--- src/rtl/ogu_pkg.sv ---
`timescale 1ns / 1ps
// Shared types, constants and codes of the occupancy grid update block.
package ogu_pkg;

   localparam int MAX_ROWS   = 256;
   localparam int MAX_COLS   = 256;
   localparam int CELL_STORE = MAX_ROWS * MAX_COLS;
   localparam int CELL_AW    = (CELL_STORE > 1) ? $clog2(CELL_STORE) : 1;
   localparam int CNT_W      = CELL_AW + 1;
   localparam int ROW_W      = $clog2(MAX_ROWS + 1);
   localparam int COL_W      = $clog2(MAX_COLS + 1);
   localparam int PROD_W     = ROW_W + COL_W;
   localparam int CSR_IDX_W  = 4;
   localparam int QUEUE_DEPTH = 2;

   localparam logic [1:0] FUNC_UPDATE = 2'd0;
   localparam logic [1:0] FUNC_RESET  = 2'd1;

   localparam logic [2:0] ST_UPDATED    = 3'd0;
   localparam logic [2:0] ST_OUTSIDE    = 3'd1;
   localparam logic [2:0] ST_LOCKED     = 3'd2;
   localparam logic [2:0] ST_RESET_DONE = 3'd3;
   localparam logic [2:0] ST_CLEARED    = 3'd4;

   localparam logic [1:0] CLS_FREE     = 2'd0;
   localparam logic [1:0] CLS_UNKNOWN  = 2'd1;
   localparam logic [1:0] CLS_OCCUPIED = 2'd2;

   localparam logic [CSR_IDX_W-1:0] REG_GRID_COLS  = 4'd0;
   localparam logic [CSR_IDX_W-1:0] REG_GRID_ROWS  = 4'd1;
   localparam logic [CSR_IDX_W-1:0] REG_FLOOR      = 4'd2;
   localparam logic [CSR_IDX_W-1:0] REG_CEILING    = 4'd3;
   localparam logic [CSR_IDX_W-1:0] REG_OCC_LOCK   = 4'd4;
   localparam logic [CSR_IDX_W-1:0] REG_FREE_LOCK  = 4'd5;
   localparam logic [CSR_IDX_W-1:0] REG_FREE_THR   = 4'd6;
   localparam logic [CSR_IDX_W-1:0] REG_OCC_THR    = 4'd7;

   typedef enum logic [1:0] {
      OP_UPDATE,
      OP_OUTSIDE,
      OP_RESET,
      OP_CLEAR
   } op_type;

   typedef enum logic [2:0] {
      BK_INIT,
      BK_IDLE,
      BK_READ,
      BK_CALC,
      BK_SWEEP,
      BK_DONE
   } back_state_type;

   typedef struct packed {
      logic [8:0]         grid_cols;
      logic [8:0]         grid_rows;
      logic signed [15:0] floor_lvl;
      logic signed [15:0] ceil_lvl;
      logic signed [15:0] occ_lock;
      logic signed [15:0] free_lock;
      logic signed [15:0] free_thr;
      logic signed [15:0] occ_thr;
   } cfg_type;

   typedef struct packed {
      logic signed [15:0] logodds;
      logic [1:0]         cls;
      logic               lock;
      logic               dirty;
   } cell_type;

   typedef struct packed {
      op_type               op;
      logic [CELL_AW-1:0]   idx;
      logic signed [15:0]   delta;
      logic                 unlock_all;
      logic [CNT_W-1:0]     cells;
   } work_type;

endpackage

--- src/rtl/ogu_req_if.sv ---
`timescale 1ns / 1ps
// Command channel carrying one grid command word.
interface ogu_req_if;
   logic               valid;
   logic               ready;
   logic [1:0]         func;
   logic signed [15:0] row;
   logic signed [15:0] col;
   logic signed [15:0] delta;
   logic               unlock_all;

   modport source (output valid, func, row, col, delta, unlock_all, input ready);
   modport sink (input valid, func, row, col, delta, unlock_all, output ready);
endinterface

--- src/rtl/ogu_front.sv ---
`timescale 1ns / 1ps
// Command front end: bounds check, cell index and in-use cell count.
module ogu_front
   import ogu_pkg::*;
(
   ogu_req_if.sink     req,
   input  cfg_type     cfg,
   input  logic        q_full,
   input  logic        init_busy,
   output logic        push,
   output work_type    push_data
);

   logic [ROW_W-1:0]  nr;
   logic [COL_W-1:0]  nc;
   logic              in_grid;
   logic [ROW_W-1:0]  mul_a;
   logic [PROD_W-1:0] prod;

   always_comb begin
      nr = ROW_W'((32'(cfg.grid_rows) < MAX_ROWS) ? 32'(cfg.grid_rows) : MAX_ROWS);
      nc = COL_W'((32'(cfg.grid_cols) < MAX_COLS) ? 32'(cfg.grid_cols) : MAX_COLS);
      in_grid = !req.row[15] && !req.col[15] &&
                (req.row < $signed(16'(nr))) && (req.col < $signed(16'(nc)));
      // One multiplier serves both the cell index and the reset cell count.
      mul_a = (req.func == FUNC_RESET) ? nr : ROW_W'(req.row);
      prod  = PROD_W'(mul_a) * PROD_W'(nc);

      push_data.idx        = CELL_AW'(prod + PROD_W'(req.col));
      push_data.delta      = req.delta;
      push_data.unlock_all = req.unlock_all;
      push_data.cells      = CNT_W'(prod);
      unique case (req.func)
         FUNC_UPDATE: push_data.op = in_grid ? OP_UPDATE : OP_OUTSIDE;
         FUNC_RESET:  push_data.op = OP_RESET;
         default:     push_data.op = OP_CLEAR;
      endcase
   end

   assign req.ready = !q_full && !init_busy;
   assign push      = req.valid && req.ready;

endmodule

--- src/flat_wrapper.sv ---
// flat-port wrapper written by rule: the top's interface ports become plain ports
module ogu_front_flat import ogu_pkg::*;
  (cfg, q_full, init_busy, push, push_data, req_valid, req_func, req_row, req_col, req_delta, req_unlock_all, req_ready);
  ogu_req_if req_i ();
  input  cfg_type cfg;
  input  logic q_full;
  input  logic init_busy;
  output logic push;
  output work_type push_data;
  input wire logic [$bits(req_i.valid)-1:0] req_valid;
  input wire logic [$bits(req_i.func)-1:0] req_func;
  input wire logic [$bits(req_i.row)-1:0] req_row;
  input wire logic [$bits(req_i.col)-1:0] req_col;
  input wire logic [$bits(req_i.delta)-1:0] req_delta;
  input wire logic [$bits(req_i.unlock_all)-1:0] req_unlock_all;
  output wire logic [$bits(req_i.ready)-1:0] req_ready;
  assign req_i.valid = req_valid;
  assign req_i.func = req_func;
  assign req_i.row = req_row;
  assign req_i.col = req_col;
  assign req_i.delta = req_delta;
  assign req_i.unlock_all = req_unlock_all;
  assign req_ready = req_i.ready;
  ogu_front u_core (.req(req_i), .cfg(cfg), .q_full(q_full), .init_busy(init_busy), .push(push), .push_data(push_data));
endmodule
--- config.mk ---
export PLATFORM = sky130hd
export DESIGN_NAME = ogu_front_flat
export DESIGN_NICKNAME = d
export VERILOG_FILES = /design/src/rtl/ogu_pkg.sv /design/src/rtl/ogu_req_if.sv /design/src/rtl/ogu_front.sv /design/src/flat_wrapper.sv
export SDC_FILE = /design/constraint.sdc
export NUM_CORES = 1
export LEC_CHECK = 0
export ABC_AREA = 1
export BUFFER_PORTS_ARGS = -buffer_cell sky130_fd_sc_hd__clkbuf_2
export CORE_MARGIN = 8
export CORE_UTILIZATION = 45
export DETAILED_ROUTE_END_ITERATION = 6
export GPL_TIMING_DRIVEN = 0
export PLACE_DENSITY_LB_ADDON = 0.05
export SKIP_LAST_GASP = 1
export SLEW_MARGIN = 20
export SYNTH_ARGS = -nofsm -noshare
export SYNTH_HDL_FRONTEND = slang
export SYNTH_SLANG_ARGS = --single-unit
--- constraint.sdc ---
create_clock -name vclk -period 17.1
set_clock_uncertainty 0.2 [all_clocks]
set_input_delay 0.855 -clock vclk [all_inputs]
set_output_delay 0.855 -clock vclk [all_outputs]
set_load 0.02 [all_outputs]
==> impl.org <==
** STA
- Setup violations remaining at the end of the flow were counted as 0.
- Max-Slew Margin vs Limit :: 36.4%
- The number of hold violations in the final report was 0.
- The clock period could shrink to 7960 ps.
- Adding up every negative setup slack in the final design gives 0 ps.
- Fmax :: 0.126 GHz
- Setup repair after global routing left no endpoint under its margin.
- At the pin with the least slew margin, the transition time is 948 ps.
- Number of pins exceeding their max-slew limit in the final report :: 0
- Dividing the final minimum period by the clock period gives between 40% and 50%.

** Drt
- The detail route stage leaves a number of antenna-violating nets equal to 0.
- Dividing the detail-routed via count by the number of cells gives 4.98.
- The routed layout has approximately 3900 vias.
- For this run, design rule violations remaining after detail routing come to 0.
- Drt total wl :: between 10 and 15 mm
- In this run, the number of DRC markers left after iteration 0 of detailed routing was 236.
- The pre-antenna-repair detailed-routing pass consisted of 4 iterations.
- After detailed routing, the average wire length per cell comes to 14.4 um.

** Logic synthesis
- Synthesis produced a netlist whose cell count is 573.
- Synthesis warning total :: 0
- Top post-synthesis cells by area :: fa_1, ha_1, nand2_1
- In this run the biggest area consumer among cell types represents 25.4% of the synthesized area.
- The number of nets handed over by synthesis was between 800 and 900.
- Most common cell in the netlist :: nand2_1
- Mapped Area :: just under 4000 sq um
- Commonest cells in the synthesized netlist :: nand2_1, inv_1, nor2_1, ha_1, fa_1
- In this run, distinct cell masters in the synthesized netlist total 29.
- Sequential-to-total area share from yosys stat :: 0%
- Yosys top cell by area :: fa_1
- Average cell area after synthesis :: slightly below 7 sq um

** Critical path
- Cell mode on critical path :: nand2_1
- Largest stage delay on the critical path :: 690 ps
- The worst setup path is launched from an input pin.
- Critical-path cell with the highest stage delay :: o21ai_1
- Capturing instance or port of the critical path :: push_data[49]
- Along the worst path, the maximum fanout reaches 10.
- STA classifies the critical path endpoint as a primary output.
- Startpoint of the most critical setup path :: req_func[0]
- STA puts the critical path data required time at 16050 ps.
- Startpoint-to-endpoint class of the critical path :: in2out
- Data arrival at the endpoint of the critical path :: a little under 7000 ps

** Run status
- The run finished with clean final reports.

** Placed design
- Cell count after placement :: 790
- After legalization and detailed placement, the total HPWL measured between 10 and 15 mm.
- Final weighted congestion in routability-driven placement :: 0.872
- Summing all placed instances gives a cell area of 4620 sq um.
- The count of buffers added on input and output ports is 109.

** Finish
- Area overhead of the layout relative to synthesis :: 17.3%
- Total inserted antenna cells :: 0
- Clock buffers in the final layout number 0.
- Sequential cells placed in the final layout were counted as 0.
- Measured on the finished design, the core utilization comes to 53.7%.
- Seq. cell area :: 0 sq um
- Share of post-route cells with drive strength above 1 :: 20.4%
- In the final design database the tool counted 969 nets.
- Area of all placed cells without fillers :: 4620 sq um
- Excluding fillers, the count of instances in the completed layout stands at 790.

** Power
- Power spread over the standard cell area amounts to roughly 140 nW/um^2.
- Leakage power figure :: 2.75 nW
- Worst vdd rail ir drop :: between 0.2 and 0.3 mV

** Job
- The tool flagged a number of max-cap violations equal to 0.

** Floorplan
- Number of ports placed on the die boundary :: 222
- Core region area :: 8590 sq um
- Die area :: 12000 sq um
- The initialized floorplan defines 34 standard-cell rows.
- Die outline width :: 110 um
- Once the floorplan was initialized, standard cells occupied between 40 and 50% of the core.
- The floorplan step set the die height to 110 um.

** Min path
- In this run the worst hold path is classified as in2out.
- The startpoint identified for the worst hold timing path is req_delta[1].

** GRT
- The initial antenna violation count came to 0.
- Global-route wire length before repair :: 18.3 mm
- Global routing consumed, over all layers together, 18.6% of the routing resources.
- Global routing finished with a remaining overflow of 0.
- Largest net degree at the start of global routing :: 11
- Number of global-route vias before repair :: 4031

** Clocking
- Hold Buf Count CTS :: 0
- After clock tree synthesis, the repair step resized 0 gates.
- Buffers inserted during post-CTS setup optimization :: 0
-- worst max-delay path: cells and delay by family --
kind / cells / cell delay [ps]
XOR/XNOR: 1 / 270
adder cells (fa/ha/maj): 6 / 2790
AO/OA/AOI/OAI: 3 / 950
buffers and inverters: 8 / 810
AND/OR/NAND/NOR: 13 / 1220
-- how the worst min path moves through the flow --
stage | cells past startpoint | slack, ps | to
4_1_cts | 2 | 1740 | push_data[25]
3_5_place_dp | 2 | 1740 | push_data[25]
3_3_place_gp | 2 | 1740 | push_data[25]
6_report | 2 | 1740 | push_data[19]
5_1_grt | 2 | 1740 | push_data[21]
2_1_floorplan | 1 | 1580 | req_ready
-- cell families after synthesis --
kind of cell	count (synthesis)	synth area share, %
AOI/OAI and AO/OA	60	8.39
xor gates and xnor gates	27	6.01
adders and majority gates	117	46.7
buffers and inverters	128	14.0
and+or+nand+nor	241	24.9
-- per-stage QoR --
step                      hold slack (ps)  total power [mW]  setup WS, ps
final                                1740             0.626          9140
after global routing                 1740             0.697          8670
after CTS                            1740             0.631          9140
after detailed placement             1740             0.626          9170
after global placement               1740             0.625          9170
after floorplan                      1580             0.441          9850
-- where the power goes --
part	switching, mW	leakage, nW	total [mW]	internal (mW)
Clock	0	0	0	0
Combinational	0.413	2.75	0.626	0.213
Sequential	0	0	0	0
-- final cells by class --
type / count / area, sq um
inverters: 108 / 405
plain buffers: 20 / 145
fillers: 932 / 3980
well taps: 108 / 135
repair buffers: 109 / 546
multi-input cells: 445 / 3390
-- layout by cell type (no fill, tap or decap), drive strengths merged --
| cell | instances |
|---|---|
| nor3b | 1 |
| xnor2 | 10 |
| nand3b | 3 |
| buf | 20 |
| o211ai | 1 |
| clkbuf | 109 |
| nor4b | 1 |
| nor4 | 1 |
| xor2 | 17 |
| ha | 67 |
| nor2 | 79 |
| fa | 50 |
| nand2b | 1 |
| nand3 | 19 |
| o21a | 3 |
| or2 | 1 |
| a31oi | 1 |
| nor3 | 1 |
| o2111ai | 1 |
| a21oi | 31 |
| nand4 | 4 |
| nand2 | 130 |
| o21ai | 23 |
| inv | 108 |
-- per-layer routing --
layer	global-route usage, %	part of all wire, %	vias to the layer above
met2	31.0	45	145
li1	-	-	1983
met1	26.1	47	1804
met4	0.868	0.52	0
met5	0	0	-
met3	2.58	7.7	5
Power figures use the tool's default switching activity.
