--- config.mk ---
export PLATFORM = sky130hd
export DESIGN_NAME = ogu_queue
export DESIGN_NICKNAME = d
export VERILOG_FILES = /design/src/rtl/ogu_pkg.sv /design/src/rtl/ogu_queue.sv
export SDC_FILE = /design/constraint.sdc
export NUM_CORES = 1
export LEC_CHECK = 0
export BUFFER_PORTS_ARGS = -buffer_cell sky130_fd_sc_hd__buf_4
export CAP_MARGIN = 20
export CELL_PAD_IN_SITES_DETAIL_PLACEMENT = 0
export CELL_PAD_IN_SITES_GLOBAL_PLACEMENT = 2
export CORE_UTILIZATION = 30
export DETAILED_ROUTE_END_ITERATION = 10
export GPL_ROUTABILITY_DRIVEN = 0
export PLACE_DENSITY = 0.66
export SETUP_SLACK_MARGIN = 0.05
export SKIP_CTS_REPAIR_TIMING = 1
export SYNTH_ARGS = -nofsm -noshare
export SYNTH_HDL_FRONTEND = slang
export SYNTH_SLANG_ARGS = --single-unit
export TNS_END_PERCENT = 10
--- constraint.sdc ---
create_clock -name clock -period 4.2 [get_ports clock]
set_input_delay 0.84 -clock clock [delete_from_list [all_inputs] [get_ports clock]]
set_output_delay 0.84 -clock clock [all_outputs]
set_load 0.03 [all_outputs]
--- src/rtl/ogu_pkg.sv ---
`timescale 1ns / 1ps
// Shared types, constants and codes of the occupancy grid update block.
package ogu_pkg;

   localparam int MAX_ROWS   = 256;
   localparam int MAX_COLS   = 256;
   localparam int CELL_STORE = MAX_ROWS * MAX_COLS;
   localparam int CELL_AW    = (CELL_STORE > 1) ? $clog2(CELL_STORE) : 1;
   localparam int CNT_W      = CELL_AW + 1;
   localparam int ROW_W      = $clog2(MAX_ROWS + 1);
   localparam int COL_W      = $clog2(MAX_COLS + 1);
   localparam int PROD_W     = ROW_W + COL_W;
   localparam int CSR_IDX_W  = 4;
   localparam int QUEUE_DEPTH = 2;

   localparam logic [1:0] FUNC_UPDATE = 2'd0;
   localparam logic [1:0] FUNC_RESET  = 2'd1;

   localparam logic [2:0] ST_UPDATED    = 3'd0;
   localparam logic [2:0] ST_OUTSIDE    = 3'd1;
   localparam logic [2:0] ST_LOCKED     = 3'd2;
   localparam logic [2:0] ST_RESET_DONE = 3'd3;
   localparam logic [2:0] ST_CLEARED    = 3'd4;

   localparam logic [1:0] CLS_FREE     = 2'd0;
   localparam logic [1:0] CLS_UNKNOWN  = 2'd1;
   localparam logic [1:0] CLS_OCCUPIED = 2'd2;

   localparam logic [CSR_IDX_W-1:0] REG_GRID_COLS  = 4'd0;
   localparam logic [CSR_IDX_W-1:0] REG_GRID_ROWS  = 4'd1;
   localparam logic [CSR_IDX_W-1:0] REG_FLOOR      = 4'd2;
   localparam logic [CSR_IDX_W-1:0] REG_CEILING    = 4'd3;
   localparam logic [CSR_IDX_W-1:0] REG_OCC_LOCK   = 4'd4;
   localparam logic [CSR_IDX_W-1:0] REG_FREE_LOCK  = 4'd5;
   localparam logic [CSR_IDX_W-1:0] REG_FREE_THR   = 4'd6;
   localparam logic [CSR_IDX_W-1:0] REG_OCC_THR    = 4'd7;

   typedef enum logic [1:0] {
      OP_UPDATE,
      OP_OUTSIDE,
      OP_RESET,
      OP_CLEAR
   } op_type;

   typedef enum logic [2:0] {
      BK_INIT,
      BK_IDLE,
      BK_READ,
      BK_CALC,
      BK_SWEEP,
      BK_DONE
   } back_state_type;

   typedef struct packed {
      logic [8:0]         grid_cols;
      logic [8:0]         grid_rows;
      logic signed [15:0] floor_lvl;
      logic signed [15:0] ceil_lvl;
      logic signed [15:0] occ_lock;
      logic signed [15:0] free_lock;
      logic signed [15:0] free_thr;
      logic signed [15:0] occ_thr;
   } cfg_type;

   typedef struct packed {
      logic signed [15:0] logodds;
      logic [1:0]         cls;
      logic               lock;
      logic               dirty;
   } cell_type;

   typedef struct packed {
      op_type               op;
      logic [CELL_AW-1:0]   idx;
      logic signed [15:0]   delta;
      logic                 unlock_all;
      logic [CNT_W-1:0]     cells;
   } work_type;

endpackage

--- src/rtl/ogu_queue.sv ---
`timescale 1ns / 1ps
// Short work queue between the command front end and the cell engine.
module ogu_queue
   import ogu_pkg::*;
(
   input  logic     clock,
   input  logic     reset,
   input  logic     push,
   input  work_type push_data,
   output logic     full,
   input  logic     pop,
   output logic     not_empty,
   output work_type pop_data
);

   work_type   slot_ff [QUEUE_DEPTH];
   logic       wptr_ff, wptr_in;
   logic       rptr_ff, rptr_in;
   logic [1:0] count_ff, count_in;

   always_comb begin
      wptr_in  = push ? ~wptr_ff : wptr_ff;
      rptr_in  = pop ? ~rptr_ff : rptr_ff;
      count_in = count_ff + 2'(push) - 2'(pop);
   end

   always_ff @(posedge clock) begin
      if (reset) begin
         wptr_ff  <= 1'b0;
         rptr_ff  <= 1'b0;
         count_ff <= 2'd0;
      end else begin
         wptr_ff  <= wptr_in;
         rptr_ff  <= rptr_in;
         count_ff <= count_in;
      end
   end

   always_ff @(posedge clock) begin
      if (push) begin
         slot_ff[wptr_ff] <= push_data;
      end
   end

   assign full      = (count_ff == 2'(QUEUE_DEPTH));
   assign not_empty = (count_ff != 2'd0);
   assign pop_data  = slot_ff[rptr_ff];

endmodule

==> impl_metrics.csv, run 1 <==
group,metric,value,unit
status,status,"finished clean",
synthesis,postSynthCellCount,183,
global_routing,grt_max_degree,53,
synthesis,yosys.area_share.simple,1.10,%
place,hpwlAfterDp,4.44,mm
finish,finalInstanceArea,5510,um^2
place,port-buffer-count,109,
pwr,p_comb_share,16.4,%
global_routing,grt_usage,9.98,%
die,io_pins,110,
clock_tree,htreeDepth,3,
pwr,powerDensity,477,nW/um^2
critical_path,required,3.36,ns
critical_path,startpoint_type,"register",
detailed_routing,routedWlPerCell,14.2,um
clock_tree,cts_buffer_depth,2,
timing,tns,0,ns
run,maxCapViolCount,0,
min_path,hold_depth,2,
finish,nNetsFinal,357,
timing,setup_slack,1.41,ns
critical_path,end_kind,"output port",
pwr,p_int,0.00200,W
place,dpl_cell_area,5200,um^2
min_path,hold_start,"rptr_ff$_SDFFE_PP0P_",
synthesis,yosysSeqAreaShare,76.3,%
timing,tightest_slew,0.983,ns
pwr,ir_drop,0.000177,V
critical_path,r2r_start,"wptr_ff$_SDFFE_PP0P_",
critical_path,crit_fanout,52,
global_routing,first_global_vias,2033,
synthesis,synth_seq_cells,109,
timing,rsz0062_at_grt,"no",
global_routing,grt_pass1_wl,10.4,mm
timing,period_needed,2.79,ns
die,start_util,30.6,%
synthesis,yosysUniqueCellTypes,14,
clock_tree,clk-insertion-delay-late,0.35,ns
pwr,switchingPower,0.000625,W
synthesis,synthAdderAreaFrac,0.592,%
timing,drv_slew,0,
min_path,min_path_type,"reg -> reg",
detailed_routing,viasPerCell,4.10,
critical_path,r2r-end,"slot_ff[1][13]$_DFFE_PP_",
detailed_routing,drt_iter0_drc,117,
critical_path,critPathKind,"reg -> out",
synthesis,syn-num-nets,241,
die,fp-row-count,43,
finish,layout.cells.non_filler,484,
timing,setup_viol,0,
finish,area_growth,30.4,%
finish,nFillCells,1269,
finish,layout.cells.most_common,"buf_4",
synthesis,synth_top_family_by_area,"multiplexers",
die,die_h,121,um
finish,drive_gt1_share,59.9,%
critical_path,reg2reg_slack,2.33,ns
pwr,power.share.switching,23.8,%
pwr,p_seq_share,50.0,%
detailed_routing,first_pass_iters,4,
clock_tree,cts_buffers,9,
timing,slew-limit-headroom,34.5,%
pwr,power_frac_clock,33.6,%
place,dp.cells,468,
critical_path,rr_worst_depth,2,
detailed_routing,antenna_left,0,
pwr,p_leak,2.16,nW
clock_tree,cts_sinks,109,
critical_path,cp_data_arrival_time,1.95,ns
die,core,13800,um^2
clock_tree,cts_tree,"yes",
die,design.die.area,14600,um^2
global_routing,gr-total-overflow,0,
global_routing,antenna_found_initial,0,
timing,fmax,359,MHz
synthesis,synth_compound_area_share,0,%
synthesis,yosysWarnings,0,
clock_tree,root_buffer,"clkbuf_16",
finish,most-common-layout-cells,"buf_4, edfxtp_1, mux2_4",
timing,final.period_utilization,66.4,%
timing,whs,0.519,ns
timing,hold_viol_final,0,
synthesis,avgSynthCellArea,23.1,um^2
synthesis,synth-xor-area-share,0.947,%
die,die_x,121,um
finish,antennaDiodeCount,0,
synthesis,synth_area,4230,um^2
detailed_routing,vias,1983,
detailed_routing,drc,0,
clock_tree,clk_pin_slew,0.07,ns
detailed_routing,wl,6.86,mm
timing,fin_worst_skew,0.00921,ns
place,post-place-ws,1.73,ns
synthesis,synth_mux_area_share,18.3,%
state kept, by name, summed over array words and instances (netlist names), named ones only:
| signal | cells |
|---|---|
| count_ff | 2 |
| rptr_ff | 1 |
| slot_ff | 104 |
| wptr_ff | 1 |
synthesized netlist by cell type:
master | number | share of area, %
mux2_4 | 50 | 18
nor2_1 | 4 | 0.36
dfxtp_1 | 5 | 2.4
and2_1 | 1 | 0.15
nor2b_1 | 3 | 0.44
inv_1 | 2 | 0.18
xnor3_1 | 1 | 0.53
edfxtp_1 | 104 | 74
buf_12 | 5 | 2.4
ha_1 | 2 | 0.59
or2_2 | 1 | 0.15
xnor2_1 | 2 | 0.41
mux2_2 | 2 | 0.53
buf_6 | 1 | 0.27
per-layer routing:
layer  share of wire, %  track usage (%)
met1                 42             11.9
met2                 49             15.4
met3                6.8             3.68
met4                2.3             6.02
met5                  0                0
worst max-delay path by stage:
stage	end	slack, ns	depth (start not counted)
floorplan	slot_ff[0][0]$_DFFE_PP_	0.59	1
global placement	pop_data[0]	1.72	2
detailed placement	pop_data[51]	1.73	2
CTS	pop_data[51]	1.33	2
global route	pop_data[51]	1.28	2
finish	pop_data[0]	1.41	2
through the flow:
| step | power, W | util, % |
|---|---|---|
| 2_1_floorplan | 0.00163 | - |
| 3_3_place_gp | 0.00177 | 37.6 |
| 3_5_place_dp | 0.00178 | 37.6 |
| 4_1_cts | 0.00266 | 39.9 |
| 5_1_grt | 0.00274 | 39.9 |
| 6_report | 0.00263 | 39.9 |
critical path, stage by stage, from the launching register on:
cell	delay [ns]
dfxtp_4	0.99
mux2_2	0.42
buf_4	0.17
cells by family after synthesis:
family / Yosys count
and+or+nand+nor: 9
DFF: 109
xor gates and xnor gates: 3
buffers and inverters: 8
muxes: 52
adders and majority gates: 2
power by group through the flow:
stage               sequential, W  combinational [W]  clock [W]
floorplan                 0.00131           0.000318          0
global placement          0.00134           0.000437          0
detailed placement        0.00134           0.000438          0
CTS                       0.00132           0.000439   0.000909
global route              0.00132           0.000459   0.000956
finish                    0.00131           0.000431   0.000883
layout make-up:
class / count / area (um^2) / share of cell area (%)
clock inverter: 7 / 87.6 / 1.59
sequential: 109 / 3230 / 58.5
tap: 180 / 225 / 4.09
inverter: 2 / 7.51 / 0.136
multi-input combinational: 66 / 893 / 16.2
clock buffer: 9 / 225 / 4.09
timing repair buffer: 111 / 846 / 15.3
(Power assumes the default switching activity.)
==> run 2, diff against run 1 <==
- PLACE_DENSITY: 0.66 -> 0.68
- clock period: 4.2 -> 2.38 ns (I/O delays scaled with it)
==> run 2 against run 1 <==
Effect of this change: core utilization rose by 0.31 points; critical path depth rose by 1; cell area rose by 0.77%; setup slack got worse by 1.1 ns; worst hold slack got worse by 0.21 ns; critical path type unchanged; highest routed layer unchanged.
==> impl_metrics.csv, run 2 (synthesis gave the netlist of run 1 again) <==
group,metric,value,unit
global_routing,grt_max_degree,53,
clock_tree,clk_pin_slew,0.07,ns
detailed_routing,routedWlPerCell,14.2,um
critical_path,crit_fanout,52,
finish,finalInstanceArea,5550,um^2
timing,final.period_utilization,88.6,%
timing,period_needed,2.11,ns
global_routing,grt_usage,10.1,%
critical_path,cp_data_arrival_time,1.63,ns
critical_path,critPathKind,"reg -> out",
critical_path,reg2reg_slack,1.00,ns
timing,tightest_slew,0.537,ns
finish,largest-register,"slot_ff",
timing,hold_viol_final,0,
pwr,power.share.switching,23.6,%
detailed_routing,wl,6.90,mm
pwr,p_seq_share,48.9,%
timing,setup_viol,0,
finish,largest_reg_flops,104,
clock_tree,cts_sinks,109,
finish,drive_gt1_share,59.9,%
die,core,13800,um^2
global_routing,gr-total-overflow,0,
clock_tree,clk-insertion-delay-late,0.35,ns
pwr,total_power,0.00464,W
critical_path,r2r-end,"slot_ff[1][26]$_DFFE_PP_",
status,status,"finished clean",
die,start_util,30.6,%
critical_path,required,1.90,ns
global_routing,grt_pass1_wl,10.4,mm
global_routing,first_global_vias,2045,
finish,layout.cells.non_filler,487,
detailed_routing,drc,0,
place,dpl_cell_area,5250,um^2
detailed_routing,drt_iter0_drc,112,
timing,drv_slew,0,
clock_tree,htreeDepth,3,
critical_path,r2r_start,"wptr_ff$_SDFFE_PP0P_",
global_routing,antenna_found_initial,0,
place,post-place-ws,0.621,ns
place,hpwlAfterDp,4.47,mm
place,port-buffer-count,109,
die,io_pins,110,
finish,top_regs,"slot_ff x104, count_ff x2",
detailed_routing,antenna_left,0,
finish,antennaDiodeCount,0,
clock_tree,cts_buffer_depth,2,
die,die_h,121,um
timing,setup_slack,0.272,ns
timing,fmax,474,MHz
die,design.die.area,14600,um^2
place,dp.cells,471,
pwr,power_frac_clock,33.4,%
finish,layout.cells.most_common,"buf_4",
clock_tree,cts_buffers,9,
clock_tree,cts_tree,"yes",
timing,rsz0062_at_grt,"no",
critical_path,startpoint_type,"register",
pwr,p_leak,2.18,nW
pwr,p_int,0.00354,W
pwr,switchingPower,0.00109,W
timing,fin_worst_skew,0.00680,ns
die,die_x,121,um
critical_path,rr_worst_depth,2,
run,maxCapViolCount,0,
clock_tree,root_buffer,"clkbuf_16",
finish,area_growth,31.4,%
finish,most-common-layout-cells,"buf_4, edfxtp_1, mux2_4",
timing,tns,0,ns
pwr,ir_drop,0.000386,V
timing,slew-limit-headroom,64.1,%
detailed_routing,viasPerCell,4.08,
detailed_routing,first_pass_iters,4,
min_path,min_path_type,"in -> reg",
pwr,p_comb_share,17.7,%
critical_path,endpoint,"pop_data[51]",
die,fp-row-count,43,
finish,nNetsFinal,360,
detailed_routing,vias,1987,
pwr,powerDensity,835,nW/um^2
critical_path,end_kind,"output port",
==> run 2: cell count changes in the layout (fill, tap and decap cells not counted), sizes merged <==
cell,before,now
buf,111,114
clkbuf,9,11
inv,3,2
clkinv,4,3
==> run 2: layer usage <==
metal  part of all wire [%]  routed length [um]  vias to the layer above  track usage [%]
li1                       -                   -                      947                -
met1                     39                2690                      966             10.8
met2                     53                3680                       63             17.2
met3                    5.3                 365                       11             2.97
met4                    2.4                 168                        0             6.48
met5                      0                   0                        -                0
==> run 2: worst min path at each step <==
stage                               startpoint  cells after the start  slack [ns]                       end
final                            push_data[41]                      1        0.31  slot_ff[1][41]$_DFFE_PP_
after global routing             push_data[41]                      1        0.29  slot_ff[1][41]$_DFFE_PP_
after CTS                        push_data[34]                      1        0.29  slot_ff[1][34]$_DFFE_PP_
after detailed placement  rptr_ff$_SDFFE_PP0P_                      2        0.50                  register
after global placement    rptr_ff$_SDFFE_PP0P_                      2        0.50      rptr_ff$_SDFFE_PP0P_
after floorplan           rptr_ff$_SDFFE_PP0P_                      2        0.48                  register
==> run 2: metrics by stage <==
step                util, %  hold slack [ns]
finish                 40.2            0.309
detailed placement     37.9            0.501
global route           40.2            0.291
CTS                    40.2            0.291
global placement       37.9            0.497
floorplan                 -            0.480
==> run 2: worst max-delay path: stages, from the launching register on <==
cell and delay (ns):
dfxtp_4 0.35, buf_12 0.35, mux2_2 0.40, buf_4 0.17
==> run 2: cell type report <==
type | count | area [um^2]
timing repair buffer | 114 | 893
fill | 1255 | 8270
inverter | 2 | 7.51
clock inverter | 5 | 75.1
tap | 180 | 225
multi-input combinational | 66 | 893
sequential | 109 | 3230
clock buffer | 11 | 233
==> run 2: power groups by stage <==
stage / logic, W / registers (W) / clock network (W)
final: 0.000821 / 0.00227 / 0.00155
after global routing: 0.000871 / 0.00228 / 0.00169
after CTS: 0.000841 / 0.00227 / 0.00161
after detailed placement: 0.000839 / 0.00231 / 0
after global placement: 0.000830 / 0.00231 / 0
after floorplan: 0.000561 / 0.00231 / 0
